===== config.mk =====
export PLATFORM = sky130hd
export DESIGN_NAME = multilevel_feedback_queue_scheduler
export DESIGN_NICKNAME = d
export VERILOG_FILES = /design/src/rtl/mfqs_pkg.sv /design/src/rtl/multilevel_feedback_queue_scheduler.sv /design/src/rtl/mfqs_cfg.sv
export VERILOG_INCLUDE_DIRS = /design/src /design/src/rtl
export SDC_FILE = /design/constraint.sdc
export NUM_CORES = 2
export LEC_CHECK = 0
export BUFFER_PORTS_ARGS = -buffer_cell sky130_fd_sc_hd__buf_2
export CAP_MARGIN = 20
export CORE_MARGIN = 3
export CORE_UTILIZATION = 45
export DETAILED_ROUTE_END_ITERATION = 8
export PLACE_DENSITY_LB_ADDON = 0.05
export SETUP_SLACK_MARGIN = 0.02
export SYNTH_ARGS = -nofsm -noshare
export SYNTH_HDL_FRONTEND = slang
export SYNTH_SLANG_ARGS = --single-unit

===== constraint.sdc =====
create_clock -name clk -period 14.32 [get_ports clk]
set_clock_uncertainty 0.2 [all_clocks]
set_input_delay 0.716 -clock clk [delete_from_list [all_inputs] [get_ports clk]]
set_output_delay 0.716 -clock clk [all_outputs]
set_load 0.01 [all_outputs]

===== src/rtl/multilevel_feedback_queue_scheduler_macros.svh =====
// ---------------------------------------------------------------------------
// Assertion macros for the multilevel feedback queue scheduler
// Clocked, reset-gated property wrappers.
// ---------------------------------------------------------------------------
`ifndef MULTILEVEL_FEEDBACK_QUEUE_SCHEDULER_MACROS_SVH
`define MULTILEVEL_FEEDBACK_QUEUE_SCHEDULER_MACROS_SVH
`ifndef SYNTHESIS
`define MFQ_ASSERT_IMP(label, clk, rst_n, ante, cons) \
  label: assert property (@(posedge clk) disable iff (!rst_n) (ante) |-> (cons)) \
    else $error("assertion failed");
`define MFQ_ASSERT_NXT(label, clk, rst_n, ante, cons) \
  label: assert property (@(posedge clk) disable iff (!rst_n) (ante) |=> (cons)) \
    else $error("assertion failed");
`else
`define MFQ_ASSERT_IMP(label, clk, rst_n, ante, cons)
`define MFQ_ASSERT_NXT(label, clk, rst_n, ante, cons)
`endif
`endif


===== src/rtl/mfqs_pkg.sv =====
// ---------------------------------------------------------------------------
// mfqs_pkg
// Shared constants and types of the feedback queue scheduler.
// ---------------------------------------------------------------------------
package mfqs_pkg;
  localparam int MaxJobs   = 16;
  localparam int NumLevels = 5;
  localparam int SlotW     = 4;
  localparam int TimeW     = 16;

  localparam logic [2:0] PH_NEW      = 3'd0;
  localparam logic [2:0] PH_READY    = 3'd1;
  localparam logic [2:0] PH_RUNNING  = 3'd2;
  localparam logic [2:0] PH_WAITING  = 3'd3;
  localparam logic [2:0] PH_FINISHED = 3'd4;

  localparam logic [2:0] OC_NONE     = 3'd0;
  localparam logic [2:0] OC_CONTINUE = 3'd1;
  localparam logic [2:0] OC_IO       = 3'd2;
  localparam logic [2:0] OC_FINISH   = 3'd3;
  localparam logic [2:0] OC_EXPIRE   = 3'd4;

  localparam logic [2:0] REG_JOB_COUNT = 3'd0;
  localparam logic [2:0] REG_AGING     = 3'd1;
  localparam logic [2:0] REG_SLICE0    = 3'd2;
  localparam logic [2:0] REG_SLICE4    = 3'd6;

  // one job slot record in the job memory
  typedef struct packed {
    logic [TimeW-1:0] arrival;
    logic [TimeW-1:0] remaining;
    logic [2:0]       phase;
    logic [2:0]       level;
    logic [4:0]       aging;
  } job_t;

  typedef struct packed {
    logic [4:0]  job_count;
    logic [4:0]  aging_limit;
    logic [39:0] slices;
  } cfg_t;
endpackage


===== src/rtl/multilevel_feedback_queue_scheduler.sv =====
// Sequence: a load word reads and then writes its job record and posts its result; a tick
//   word walks the configured job slots for arrivals, drains the queued I/O jobs, walks
//   the slots for aging, then dispatches, runs and posts its result.
// Throughput: one word at a time; the next word is accepted once the sequencer is idle,
//   and a result word not yet taken holds the sequencer before it posts the next one.
// Reset: synchronous rst_n marks all job records new through a clearing pass.
// ---------------------------------------------------------------------------
// multilevel_feedback_queue_scheduler
// Job memory plus queue memory, walked by a sequencer each tick.
// ---------------------------------------------------------------------------
`include "multilevel_feedback_queue_scheduler_macros.svh"
module multilevel_feedback_queue_scheduler (
  input  logic        clk,
  input  logic        rst_n,
  input  logic        in_tvalid,
  output logic        in_tready,
  // tdata: job_slot[3:0], arrival_tick[19:4], burst_length[35:20], wants_io[36],
  //        io_done_mask[52:37], zero fill to 56
  input  logic [55:0] in_tdata,
  // tuser: action
  input  logic        in_tuser,
  output logic        out_tvalid,
  input  logic        out_tready,
  // tdata: tick_now[15:0], ran_valid[16], ran_slot[20:17], outcome[23:21],
  //        level_after[26:24], finish_tick[42:27], all_done[43], zero fill to 48
  output logic [47:0] out_tdata,
  input  logic        cfg_psel,
  input  logic        cfg_penable,
  input  logic        cfg_pwrite,
  input  logic [4:0]  cfg_paddr,
  input  logic [31:0] cfg_pwdata,
  output logic [31:0] cfg_prdata,
  output logic        cfg_pready
);
  localparam int QDepth = mfqs_pkg::NumLevels * mfqs_pkg::MaxJobs;

  mfqs_pkg::cfg_t cfg;
  mfqs_cfg u_cfg (
    .clk, .rst_n, .psel(cfg_psel), .penable(cfg_penable), .pwrite(cfg_pwrite),
    .paddr(cfg_paddr), .pwdata(cfg_pwdata), .prdata(cfg_prdata),
    .pready(cfg_pready), .cfg
  );

  // memories: job records and queues (5 ready + io queue at level index 5)
  mfqs_pkg::job_t jmem [mfqs_pkg::MaxJobs];
  logic [3:0]     qmem [QDepth + mfqs_pkg::MaxJobs];

  typedef enum logic [4:0] {
    S_CLEAR, S_IDLE, S_LOAD_RD, S_LOAD_WR, S_ARR_RD, S_ARR_WR,
    S_IO_Q, S_IO_QW, S_IO_J, S_IO_WR, S_AGE_RD, S_AGE_WR,
    S_DSP, S_DSP_Q, S_RUN_RD, S_RUN_WR, S_OUT
  } state_t;
  state_t state_r;

  logic [3:0]  idx_r;
  logic [4:0]  n_r;
  logic [3:0]  head_r [6];
  logic [4:0]  cnt_r  [6];
  logic [55:0] din_r;
  logic        running_r;
  logic [3:0]  run_slot_r;
  logic [7:0]  slice_used_r;
  logic [15:0] clock_r;
  logic [4:0]  fin_cnt_r;
  logic [3:0]  jslot_r;
  mfqs_pkg::job_t jrd_r;
  logic [3:0]  qrd_r;
  logic        out_valid_r;
  logic [47:0] out_r;
  logic [47:0] out_hold_r;

  logic        jwe;
  logic [3:0]  jaddr;
  mfqs_pkg::job_t jwd;
  logic        qwe;
  logic [6:0]  qwaddr, qraddr;
  logic [3:0]  qwd;

  logic [4:0]  eff_cnt;
  assign eff_cnt = (cfg.job_count > 5'(mfqs_pkg::MaxJobs)) ? 5'(mfqs_pkg::MaxJobs)
                                                          : cfg.job_count;

  function automatic logic [6:0] qaddr(input logic [2:0] l, input logic [3:0] p);
    qaddr = {l, 4'd0} + {3'd0, p};
  endfunction

  // memory ports
  always_ff @(posedge clk) begin
    if (jwe) begin
      jmem[jaddr] <= jwd;
    end
    jrd_r <= jmem[jaddr];
    if (qwe) begin
      qmem[qwaddr] <= qwd;
    end
    qrd_r <= qmem[qraddr];
  end

  // combinational step logic
  logic [2:0]  plvl;
  logic        ph_found;
  logic [2:0]  rlvl;
  logic [7:0]  slice_sel;
  logic [15:0] rem_dec;
  logic [7:0]  su_inc;
  logic [4:0]  ag;
  logic        ldok;

  always_comb begin
    ph_found = 1'b0;
    plvl = 3'd0;
    for (int l = mfqs_pkg::NumLevels - 1; l >= 0; l--) begin
      if (cnt_r[l] != 5'd0) begin
        ph_found = 1'b1;
        plvl = 3'(l);
      end
    end
    rlvl = (jrd_r.level > 3'd4) ? 3'd4 : jrd_r.level;
    slice_sel = cfg.slices[8*rlvl +: 8];
    rem_dec = (jrd_r.remaining != 16'd0) ? jrd_r.remaining - 16'd1 : 16'd0;
    su_inc = (slice_used_r != 8'd255) ? slice_used_r + 8'd1 : slice_used_r;
    ag = (jrd_r.aging < cfg.aging_limit) ? jrd_r.aging + 5'd1 : jrd_r.aging;
    ldok = (jrd_r.phase == mfqs_pkg::PH_NEW) || (jrd_r.phase == mfqs_pkg::PH_FINISHED);

    jwe = 1'b0;
    jaddr = idx_r;
    jwd = jrd_r;
    qwe = 1'b0;
    qwaddr = 7'd0;
    qwd = idx_r;
    qraddr = qaddr(3'd5, head_r[5]);
    unique case (state_r)
      S_CLEAR: begin
        jwe = 1'b1;
        jwd = '0;
      end
      S_LOAD_RD: jaddr = din_r[3:0];
      S_LOAD_WR: begin
        jaddr = din_r[3:0];
        jwe = ldok;
        jwd.arrival = din_r[19:4];
        jwd.remaining = din_r[35:20];
        jwd.phase = mfqs_pkg::PH_NEW;
        jwd.level = 3'd0;
        jwd.aging = 5'd0;
      end
      S_ARR_WR: begin
        if (jrd_r.phase == mfqs_pkg::PH_NEW && jrd_r.arrival == clock_r) begin
          jwe = 1'b1;
          jwd.phase = mfqs_pkg::PH_READY;
          qwe = (cnt_r[0] < 5'd16);
          qwaddr = qaddr(3'd0, head_r[0] + cnt_r[0][3:0]);
        end
      end
      S_IO_J: jaddr = qrd_r;
      S_IO_WR: begin
        jaddr = jslot_r;
        if (din_r[37 + 32'(idx_r)]) begin
          jwe = 1'b1;
          jwd.phase = mfqs_pkg::PH_READY;
          qwe = (cnt_r[rlvl] < 5'd16);
          qwaddr = qaddr(rlvl, head_r[rlvl] + cnt_r[rlvl][3:0]);
          qwd = jslot_r;
        end else begin
          qwe = 1'b1;
          qwaddr = qaddr(3'd5, head_r[5] + cnt_r[5][3:0]);
          qwd = jslot_r;
        end
      end
      S_AGE_WR: begin
        if (jrd_r.phase == mfqs_pkg::PH_READY) begin
          jwe = 1'b1;
          jwd.aging = ag;
          if (ag >= cfg.aging_limit && jrd_r.level != 3'd0) begin
            jwd.level = jrd_r.level - 3'd1;
            jwd.aging = 5'd0;
          end
        end
      end
      S_DSP: qraddr = qaddr(plvl, head_r[plvl]);
      S_RUN_RD: jaddr = run_slot_r;
      S_RUN_WR: begin
        jaddr = run_slot_r;
        if (running_r) begin
          jwe = 1'b1;
          jwd.remaining = rem_dec;
          jwd.phase = mfqs_pkg::PH_RUNNING;
          if (din_r[36]) begin
            jwd.phase = mfqs_pkg::PH_WAITING;
            qwe = (cnt_r[5] < 5'd16);
            qwaddr = qaddr(3'd5, head_r[5] + cnt_r[5][3:0]);
            qwd = run_slot_r;
          end else if (rem_dec == 16'd0) begin
            jwd.phase = mfqs_pkg::PH_FINISHED;
          end else if (su_inc >= slice_sel) begin
            jwd.phase = mfqs_pkg::PH_READY;
            if (jrd_r.level < 3'd4) begin
              jwd.level = jrd_r.level + 3'd1;
            end
            qwe = (cnt_r[jwd.level] < 5'd16);
            qwaddr = qaddr(jwd.level, head_r[jwd.level] + cnt_r[jwd.level][3:0]);
            qwd = run_slot_r;
          end
        end
      end
      default: ;
    endcase
  end

  assign in_tready  = (state_r == S_IDLE);
  assign out_tvalid = out_valid_r;
  assign out_tdata  = out_hold_r;

  // sequencer
  always_ff @(posedge clk) begin
    if (!rst_n) begin
      state_r <= S_CLEAR;
      idx_r <= 4'd0;
      n_r <= 5'd0;
      for (int l = 0; l < 6; l++) begin
        head_r[l] <= 4'd0;
        cnt_r[l] <= 5'd0;
      end
      running_r <= 1'b0;
      run_slot_r <= 4'd0;
      slice_used_r <= 8'd0;
      clock_r <= 16'd0;
      fin_cnt_r <= 5'd0;
      out_valid_r <= 1'b0;
    end else begin
      if (out_valid_r && out_tready && state_r != S_OUT) begin
        out_valid_r <= 1'b0;
      end
      unique case (state_r)
        S_CLEAR: begin
          idx_r <= idx_r + 4'd1;
          if (idx_r == 4'd15) begin
            state_r <= S_IDLE;
          end
        end
        S_IDLE: begin
          if (in_tvalid && in_tready) begin
            din_r <= in_tdata;
            idx_r <= 4'd0;
            n_r <= cnt_r[5];
            out_r <= '0;
            state_r <= in_tuser ? ((eff_cnt == 5'd0) ? S_IO_Q : S_ARR_RD) : S_LOAD_RD;
          end
        end
        S_LOAD_RD: state_r <= S_LOAD_WR;
        S_LOAD_WR: begin
          if (ldok && jrd_r.phase == mfqs_pkg::PH_FINISHED && fin_cnt_r != 5'd0) begin
            fin_cnt_r <= fin_cnt_r - 5'd1;
          end
          out_r[15:0] <= clock_r;
          state_r <= S_OUT;
        end
        S_ARR_RD: state_r <= S_ARR_WR;
        S_ARR_WR: begin
          if (qwe) begin
            cnt_r[0] <= cnt_r[0] + 5'd1;
          end
          if ({1'b0, idx_r} + 5'd1 >= eff_cnt) begin
            idx_r <= 4'd0;
            n_r <= cnt_r[5];
            state_r <= S_IO_Q;
          end else begin
            idx_r <= idx_r + 4'd1;
            state_r <= S_ARR_RD;
          end
        end
        S_IO_Q: begin
          if (idx_r == 4'd0 && n_r == 5'd0) begin
            idx_r <= 4'd0;
            state_r <= (eff_cnt == 5'd0) ? S_DSP : S_AGE_RD;
          end else begin
            state_r <= S_IO_QW;
          end
        end
        S_IO_QW: state_r <= S_IO_J;
        S_IO_J: begin
          jslot_r <= qrd_r;
          head_r[5] <= head_r[5] + 4'd1;
          cnt_r[5] <= cnt_r[5] - 5'd1;
          state_r <= S_IO_WR;
        end
        S_IO_WR: begin
          if (qwe) begin
            if (din_r[37 + 32'(idx_r)]) begin
              cnt_r[rlvl] <= cnt_r[rlvl] + 5'd1;
            end else begin
              cnt_r[5] <= cnt_r[5] + 5'd1;
            end
          end
          n_r <= n_r - 5'd1;
          if (n_r == 5'd1) begin
            idx_r <= 4'd0;
            state_r <= (eff_cnt == 5'd0) ? S_DSP : S_AGE_RD;
          end else begin
            idx_r <= idx_r + 4'd1;
            state_r <= S_IO_QW;
          end
        end
        S_AGE_RD: state_r <= S_AGE_WR;
        S_AGE_WR: begin
          idx_r <= idx_r + 4'd1;
          state_r <= ({1'b0, idx_r} + 5'd1 >= eff_cnt) ? S_DSP : S_AGE_RD;
        end
        S_DSP: begin
          if (!running_r && ph_found) begin
            head_r[plvl] <= head_r[plvl] + 4'd1;
            cnt_r[plvl] <= cnt_r[plvl] - 5'd1;
            slice_used_r <= 8'd0;
            running_r <= 1'b1;
            state_r <= S_DSP_Q;
          end else begin
            state_r <= running_r ? S_RUN_RD : S_RUN_WR;
          end
        end
        S_DSP_Q: begin
          run_slot_r <= qrd_r;
          state_r <= S_RUN_RD;
        end
        S_RUN_RD: state_r <= S_RUN_WR;
        S_RUN_WR: begin
          out_r[15:0] <= clock_r;
          clock_r <= clock_r + 16'd1;
          if (running_r) begin
            out_r[16] <= 1'b1;
            out_r[20:17] <= run_slot_r;
            out_r[26:24] <= jwd.level;
            slice_used_r <= din_r[36] ? 8'd0 : su_inc;
            if (qwe) begin
              cnt_r[din_r[36] ? 3'd5 : jwd.level] <=
                cnt_r[din_r[36] ? 3'd5 : jwd.level] + 5'd1;
            end
            if (din_r[36]) begin
              out_r[23:21] <= mfqs_pkg::OC_IO;
              running_r <= 1'b0;
            end else if (rem_dec == 16'd0) begin
              out_r[23:21] <= mfqs_pkg::OC_FINISH;
              out_r[42:27] <= clock_r + 16'd1;
              if (fin_cnt_r != 5'd31) begin
                fin_cnt_r <= fin_cnt_r + 5'd1;
              end
              running_r <= 1'b0;
            end else if (su_inc >= slice_sel) begin
              out_r[23:21] <= mfqs_pkg::OC_EXPIRE;
              running_r <= 1'b0;
            end else begin
              out_r[23:21] <= mfqs_pkg::OC_CONTINUE;
            end
          end
          state_r <= S_OUT;
        end
        // post the result word once the output register is free
        S_OUT: begin
          if (!out_valid_r || out_tready) begin
            out_hold_r <= {4'd0, (fin_cnt_r == eff_cnt), out_r[42:0]};
            out_valid_r <= 1'b1;
            state_r <= S_IDLE;
          end
        end
        default: state_r <= S_IDLE;
      endcase
    end
  end

  `MFQ_ASSERT_IMP(a_ready_idle, clk, rst_n, in_tready, state_r == S_IDLE)
  `MFQ_ASSERT_NXT(a_out_after, clk, rst_n, state_r == S_OUT, out_valid_r)
  `MFQ_ASSERT_IMP(a_io_bound, clk, rst_n, 1'b1, cnt_r[5] <= 5'd16)
endmodule


===== src/rtl/mfqs_cfg.sv =====
// ---------------------------------------------------------------------------
// mfqs_cfg
// APB register file for job count, aging limit and slice lengths.
// ---------------------------------------------------------------------------
module mfqs_cfg (
  input  logic               clk,
  input  logic               rst_n,
  input  logic               psel,
  input  logic               penable,
  input  logic               pwrite,
  input  logic [4:0]         paddr,
  input  logic [31:0]        pwdata,
  output logic [31:0]        prdata,
  output logic               pready,
  output mfqs_pkg::cfg_t     cfg
);
  mfqs_pkg::cfg_t cfg_r;
  logic [2:0] idx;
  logic       wr;

  assign pready = 1'b1;
  assign idx    = paddr[4:2];
  assign wr     = psel && penable && pwrite;
  assign cfg    = cfg_r;

  // write registers
  always_ff @(posedge clk) begin
    if (!rst_n) begin
      cfg_r.job_count   <= 5'd0;
      cfg_r.aging_limit <= 5'd20;
      cfg_r.slices      <= {8'd16, 8'd8, 8'd4, 8'd2, 8'd1};
    end else if (wr) begin
      if (idx == mfqs_pkg::REG_JOB_COUNT) begin
        cfg_r.job_count <= pwdata[4:0];
      end else if (idx == mfqs_pkg::REG_AGING) begin
        cfg_r.aging_limit <= pwdata[4:0];
      end else if (idx >= mfqs_pkg::REG_SLICE0 && idx <= mfqs_pkg::REG_SLICE4) begin
        cfg_r.slices[8*(idx-mfqs_pkg::REG_SLICE0) +: 8] <= pwdata[7:0];
      end
    end
  end

  // read mux
  always_comb begin
    prdata = 32'd0;
    if (idx == mfqs_pkg::REG_JOB_COUNT) begin
      prdata = {27'd0, cfg_r.job_count};
    end else if (idx == mfqs_pkg::REG_AGING) begin
      prdata = {27'd0, cfg_r.aging_limit};
    end else if (idx >= mfqs_pkg::REG_SLICE0 && idx <= mfqs_pkg::REG_SLICE4) begin
      prdata = {24'd0, cfg_r.slices[8*(idx-mfqs_pkg::REG_SLICE0) +: 8]};
    end
  end
endmodule

**Word-level counts from Yosys, hierarchy flattened**

Memory sizes are Yosys's and may differ from the RTL's. A register that Yosys moved wholly into a read port is not among the register bits.
Index checks and enable logic that the tools add are counted.

- Add/subtract/negate cells: 31
- $lt $le $gt $ge: 14
- Equal/unequal tests: 37
- Shift operators: 4
- Multiplexer cells: 162
- Bitwise operators: 6
- Reductions and logical operators: 61

Operators with widths:

| operator | count |
|---|---|
| $mux W5 | 19 |
| $mux W3 | 29 |
| $pmux W5 S16 | 1 |
| $mux W32 | 2 |
| $pmux W16 S2 | 2 |
| $mux W1 | 57 |
| $mux W8 | 7 |
| $pmux W27 S2 | 1 |
| $mux W4 | 13 |
| $mux W16 | 3 |
| $pmux W16 S3 | 1 |
| $mux W43 | 1 |
| $mux W7 | 6 |
| $bwmux W40 | 1 |
| $eq A5 B4 Y1 const B | 8 |
| $shift A8 B34 Y40 const A | 1 |
| $shiftx A40 B33 Y8 | 1 |
| $shiftx A40 B7 Y8 | 1 |
| $shiftx A8 B34 Y40 | 1 |
| $reduce_bool A5 Y1 | 7 |
| $neg A32 Y34 | 1 |
| $add A5 B1 Y5 const B | 6 |
| $mux W27 | 1 |
| $reduce_and A3 Y1 | 8 |
| 69 further kinds | 137 |

- Register bits: 246
- Memory bits (writable): 1126
- Output and inout bits: 83
- Word-level logic and storage cells: 337
- Memories: 4

Memories:

| memory | depth | bits a word | rd ports | clocked after Yosys merged registers in | wr ports | RTL line | source |
|---|---|---|---|---|---|---|---|
| jmem | 16 | 43 | 1 | 1 | 1 | multilevel_feedback_queue_scheduler.sv:45 | `mfqs_pkg::job_t jmem [mfqs_pkg::MaxJobs];` |
| qmem | 96 | 4 | 1 | 1 | 1 | multilevel_feedback_queue_scheduler.sv:46 | `logic [3:0] qmem [QDepth + mfqs_pkg::MaxJobs];` |
| cnt_r | 6 | 5 | 10 | 0 | 6 | multilevel_feedback_queue_scheduler.sv:58 | `logic [4:0] cnt_r [6];` |
| head_r | 6 | 4 | 5 | 0 | 6 | multilevel_feedback_queue_scheduler.sv:57 | `logic [3:0] head_r [6];` |

**Depth between registers and ports, before layout**

An unclocked memory read counts as a cell.

- Depth after elaboration: 24
- Gate-level depth with buffers: 28
- Mapped depth without buffers: 24

**By module**

A second synthesis with hierarchy kept.

- Cells, all modules: 5102
- Area, all modules: 63961.3 µm²

By module, submodules not included:

| module | times used | cells an instance | area an instance (µm²) | sequential area each (µm²) |
|---|---|---|---|---|
| multilevel_feedback_queue_scheduler | 1 | 4770 | 60967.2 | 40689.0 |
| mfqs_cfg | 1 | 332 | 2994.1 | 1001.0 |

**Least setup slack after synthesis**

No wires, ideal clock.

- Path type: flip-flop to flip-flop
- Start point: register idx_r[0]
- End point: memory jmem[10][0] (netlist bit), enable pin
- Setup time: 0.496 ns
- Arrival: 6.211 ns
- Required time: 13.624 ns
- Slack: 7.413 ns
- Stages on the path, launching flop included: 16
- Period minus slack after synthesis: 6.907 ns
- Cell sequence: dfxtp_1 clkbuf_1 inv_1 ha_1 clkbuf_1 mux4_2 mux2_2 a22oi_1 o32a_1 o21ai_0 clkbuf_1 and2_1 nor2_1 o311ai_0 nand3_1 nor3_1

- Cells in the longest elaborated chain, start to end: 7
- Elaborated cells between the ends (all ways): 8
- Those cells by class: add/sub: 1; mux: 7

RTL lines:

| item | RTL line | source |
|---|---|---|
| start, declared | multilevel_feedback_queue_scheduler.sv:55 | `logic [3:0] idx_r;` |
| start signal, assigned | multilevel_feedback_queue_scheduler.sv:236 | `idx_r <= idx_r + 4'd1;` |
| start signal, assigned | multilevel_feedback_queue_scheduler.sv:268 | `idx_r <= idx_r + 4'd1;` |
| start signal, assigned | multilevel_feedback_queue_scheduler.sv:300 | `idx_r <= idx_r + 4'd1;` |
| $add A6 B4 Y7 | multilevel_feedback_queue_scheduler.sv:158 | `if (din_r[37 + 32'(idx_r)]) begin` |
| $bmux W1 S6 | multilevel_feedback_queue_scheduler.sv:158 |  |
| $mux W1 (not written as such) | multilevel_feedback_queue_scheduler.sv:158 |  |
| $mux W1 | multilevel_feedback_queue_scheduler.sv:158 |  |
| $pmux W1 S6 | multilevel_feedback_queue_scheduler.sv:132 | `unique case (state_r)` |
| $mux W1 | multilevel_feedback_queue_scheduler.sv:89 | `if (jwe) begin` |
| $mux W1 (not written as such) | multilevel_feedback_queue_scheduler.sv:90 | `jmem[jaddr] <= jwd;` |
| end, declared | multilevel_feedback_queue_scheduler.sv:45 |  |

Parallel ways exist; a longest one is shown, timed or not. The select of a mux whose other input is x is not followed.

==> impl_metrics.json <==
{
  "crit_fanout": 39,
  "fillCellCount": 12000,
  "avgSynthCellArea_sq_um": 12.5,
  "nets": 5347,
  "yosysWarnings": 0,
  "cp-endpoint": "cnt_r[6][1]",
  "fin_crit_sh": 0.561,
  "firstDrtPassIters": 6,
  "synth.ff_latch_count": 1437,
  "grt_pass1_wl_um": 269000,
  "cp.depth": 24,
  "synth-edff-count": 1291,
  "fp.dieW_um": 381,
  "ir_drop_uv": 105,
  "routabilityCongestion": 0.908,
  "crit_start": "jrd_r[5]",
  "crit_path_cell_trace": "buf_4 > inv_1 > ha_1 > inv_1 > ha_1 > inv_1 > nand2_1 > buf_4 > nand3_1 > a22o_1 > ha_1 > nor2b_1 > o21ai_0 > a41o_1 > nand2_1 > nor2_2 > a2111o_1 > mux4_2 > nand2b_1 > nand2_1 > ha_1 > a221o_1 > a21oi_1 > inv_1",
  "avgRoutedWirePerCell_um": 25.4,
  "drtIter0Drc": 3375,
  "placedCellCount": 6812,
  "fin_tns_setup_ps": 0,
  "drtAntennaViolNets": 0,
  "crit_path_max_incr_delay_ps": 760,
  "grt_pass1_vias": 40600,
  "die_y_um": 381,
  "clock-sinks": 1437,
  "antenna_found_initial": 5,
  "worstSetupEndpointType": "register",
  "start_kind": "register",
  "r2r_cells": 24,
  "cts_tree": "done",
  "worst_slew_pin_slew_ps": 1160,
  "hold_class": "in -> reg",
  "drv_slew": 0,
  "worstSkewPairLatency_ps": 800,
  "post_cts_resized": 0,
  "layout-drive-gt1-share": 0.115,
  "portBuffers": 128,
  "ctsHoldBuffers": 57,
  "cts_made_buffers": 157,
  "dp_hpwl_um": 109000,
  "ys_types": 93,
  "p_leak_nw": 25.1,
  "wirelength_um": 182000,
  "grt.overflow.total": 0,
  "post_cts_buffers": 0,
  "worstPathRequired_ps": 14590,
  "stdcell_count": 7171,
  "cp_num_buf_inv": 6,
  "outcome": "finished clean",
  "io_pins": 184,
  "yosysSeqAreaShare": 0.660,
  "dp_slack_ps": 6390,
  "powerDensity_mw_per_mm2": 135,
  "rr_startpoint": "jrd_r[5]",
  "track_usage": 0.247,
  "async_reset_ff_frac": 0,
  "syn2layout_area_growth_pct": 13.5,
  "worst_hold_slack_ps": 47.7,
  "cts_buffer_depth": 3,
  "max_freq_mhz": 125,
  "clock-root-buffer": "clkbuf_16",
  "path_class": "reg -> reg",
  "synth_area_sq_mm": 0.0632,
  "period_needed_ps": 8030,
  "initial_core_util": 0.456,
  "crit_path_top_delay_cell": "nor2_2",
  "cp.arrival_ps": 8300,
  "design.die.area_sq_mm": 0.145,
  "setup_viol": 0,
  "clkSlewWorstSetupHoldPaths_ps": 70,
  "drv_cap": 0,
  "htreeDepth": 4,
  "rsz0062_at_grt": "no",
  "num_rows": 136,
  "slew_headroom": 0.219,
  "final_util": 0.518,
  "worst_path_dominant_cell_family": "compound AO/OA/AOI/OAI gates",
  "setup_slack_ps": 6290,
  "num_vias": 41600,
  "reg2reg_setup_slack_ps": 6290,
  "core_area_sq_mm": 0.139,
  "drcViolationCount": 0,
  "synthFlopType": "edfxtp_1",
  "finalHoldViolations": 0,
  "vias_per_cell": 5.80,
  "syn_inst": 5053,
  "r2r-end": "cnt_r[6][1]",
  "grt_max_degree": 214
}
==> per-layer routing <==
metal | global-route usage | wire [um] | vias up
li1 | - | - | 19200
met1 | 0.341 | 79500 | 20900
met2 | 0.408 | 88200 | 1288
met3 | 0.0369 | 10200 | 278
met4 | 0.0689 | 4340 | 0
met5 | 0 | 0 | -
==> synth_stat cells, types with 10 or more instances <==
cell,number,area share
nand2b_1,24,0.0024
a311oi_1,91,0.013
a221oi_1,15,0.0021
nor4_1,23,0.0023
xor2_1,46,0.0064
ha_1,69,0.014
clkbuf_1,273,0.016
a22oi_1,37,0.0044
or3_1,19,0.0019
a21o_1,12,0.0014
inv_1,78,0.0046
buf_2,29,0.0023
mux4_2,48,0.017
nand3_1,97,0.0077
xnor2_1,41,0.0057
buf_4,31,0.0037
a31oi_1,117,0.012
mux2i_1,174,0.028
nor3_1,64,0.0051
a221o_1,10,0.0016
nor2_1,368,0.022
nand2_1,791,0.047
mux2_2,11,0.0020
a22o_1,20,0.0028
and2_1,212,0.021
o211ai_1,15,0.0018
buf_1,20,0.0012
and3_1,24,0.0024
edfxtp_1,1291,0.61
a211oi_1,236,0.028
dfxtp_1,146,0.046
a21oi_1,272,0.022
nor2b_1,21,0.0021
nand4_1,18,0.0018
or2_2,20,0.0020
o22ai_1,13,0.0013
o21ai_0,110,0.0087
a32oi_1,24,0.0033
==> kinds of logic after synthesis <==
family | after synthesis | share of synthesized area
AOI/OAI and AO/OA | 1057 | 0.114
xor gates and xnor gates | 87 | 0.0121
adders and majority gates | 75 | 0.0156
buffers and inverters | 438 | 0.0289
DFF | 1437 | 0.660
muxes | 234 | 0.0470
other | 2 | 0.000119
and+or+nand+nor | 1723 | 0.123
==> state kept, by name, indices dropped and copies added (netlist names), 40 cells and up <==
name / count
jrd_r: 43
out_tdata: 44
cnt_r: 40
jmem: 688
out_r: 43
qmem: 384
u_cfg.cfg: 50
din_r: 56
==> worst reg2reg max path: cells and delay by family (launching register included) <==
| family | cells | cell delay [ps] |
|---|---|---|
| compound gates | 6 | 2290 |
| buf+inv | 6 | 1660 |
| simple gates | 7 | 1620 |
| fa+ha+maj | 4 | 1280 |
| mux | 1 | 390 |
| flops | 1 | 310 |
==> final cells by class <==
type | count | area [sq um] | share of cell area
Sequential cell | 1437 | 41700 | 0.581
Multi-Input combinational cell | 3213 | 20100 | 0.281
Clock buffer | 199 | 4200 | 0.0585
Tap cell | 1863 | 2330 | 0.0325
Timing Repair Buffer | 282 | 2040 | 0.0284
Clock inverter | 95 | 1020 | 0.0142
Inverter | 80 | 302 | 0.00420
Antenna cell | 2 | 5.00 | 0.0000698
==> worst min path at each step <==
| stage | slack [ps] | cells past startpoint | startpoint | to |
|---|---|---|---|---|
| after global routing | 30 | 1 | in_tdata[2] | din_r[2] |
| after floorplan | 200 | 0 | out_r[0] | out_tdata[0] |
| final | 50 | 3 | cfg_pwdata[1] | u_cfg.cfg[46] |
| after detailed placement | 200 | 0 | out_r[10] | out_tdata[10] |
| after CTS | 4 | 3 | cfg_pwdata[1] | u_cfg.cfg[46] |
| after global placement | 200 | 0 | out_r[8] | out_tdata[8] |
==> report_power, final <==
part	switching, mW	internal [mW]
combinational	0.609	0.315
sequential	0.0820	4.61
clock	1.71	2.35
total	2.40	7.28
==> placed cells by master, fill, tap and decap left out, types with 15 or more instances in the layout <==
| cell | Yosys | routed |
|---|---|---|
| nand4_1 | 18 | 18 |
| inv_1 | 78 | 77 |
| conb_1 | 2 | 37 |
| a32oi_1 | 24 | 24 |
| a21oi_1 | 272 | 268 |
| o211ai_1 | 15 | 15 |
| edfxtp_1 | 1291 | 1291 |
| nand2_1 | 791 | 791 |
| mux2i_1 | 174 | 173 |
| xor2_1 | 46 | 46 |
| a22o_1 | 20 | 20 |
| or2_2 | 20 | 20 |
| nor4_1 | 23 | 22 |
| nor2_1 | 368 | 354 |
| nand2b_1 | 24 | 24 |
| buf_2 | 29 | 128 |
| or3_1 | 19 | 19 |
| nor3_1 | 64 | 57 |
| a31oi_1 | 117 | 117 |
| a22oi_1 | 37 | 37 |
| ha_1 | 69 | 69 |
| a311oi_1 | 91 | 91 |
| a211oi_1 | 236 | 236 |
| clkinv_2 | 0 | 43 |
| nand3_1 | 97 | 90 |
| a221oi_1 | 15 | 15 |
| mux4_2 | 48 | 48 |
| nor2b_1 | 21 | 21 |
| clkinv_1 | 2 | 20 |
| dfxtp_1 | 146 | 145 |
| clkbuf_16 | 0 | 158 |
| clkbuf_1 | 273 | 32 |
| and3_1 | 24 | 23 |
| o21ai_0 | 110 | 104 |
| and2_1 | 212 | 212 |
| buf_4 | 31 | 85 |
| xnor2_1 | 41 | 40 |
| dlygate4sd3_1 | 0 | 57 |
==> stage by stage <==
step	total power, mW	area [sq um]
after CTS	9.77	71700
after global placement	5.69	65800
after floorplan	5.36	63300
after global routing	10.0	71700
final	9.68	71700
after detailed placement	5.70	65900
Note: power is estimated with default switching activity, not from simulation.
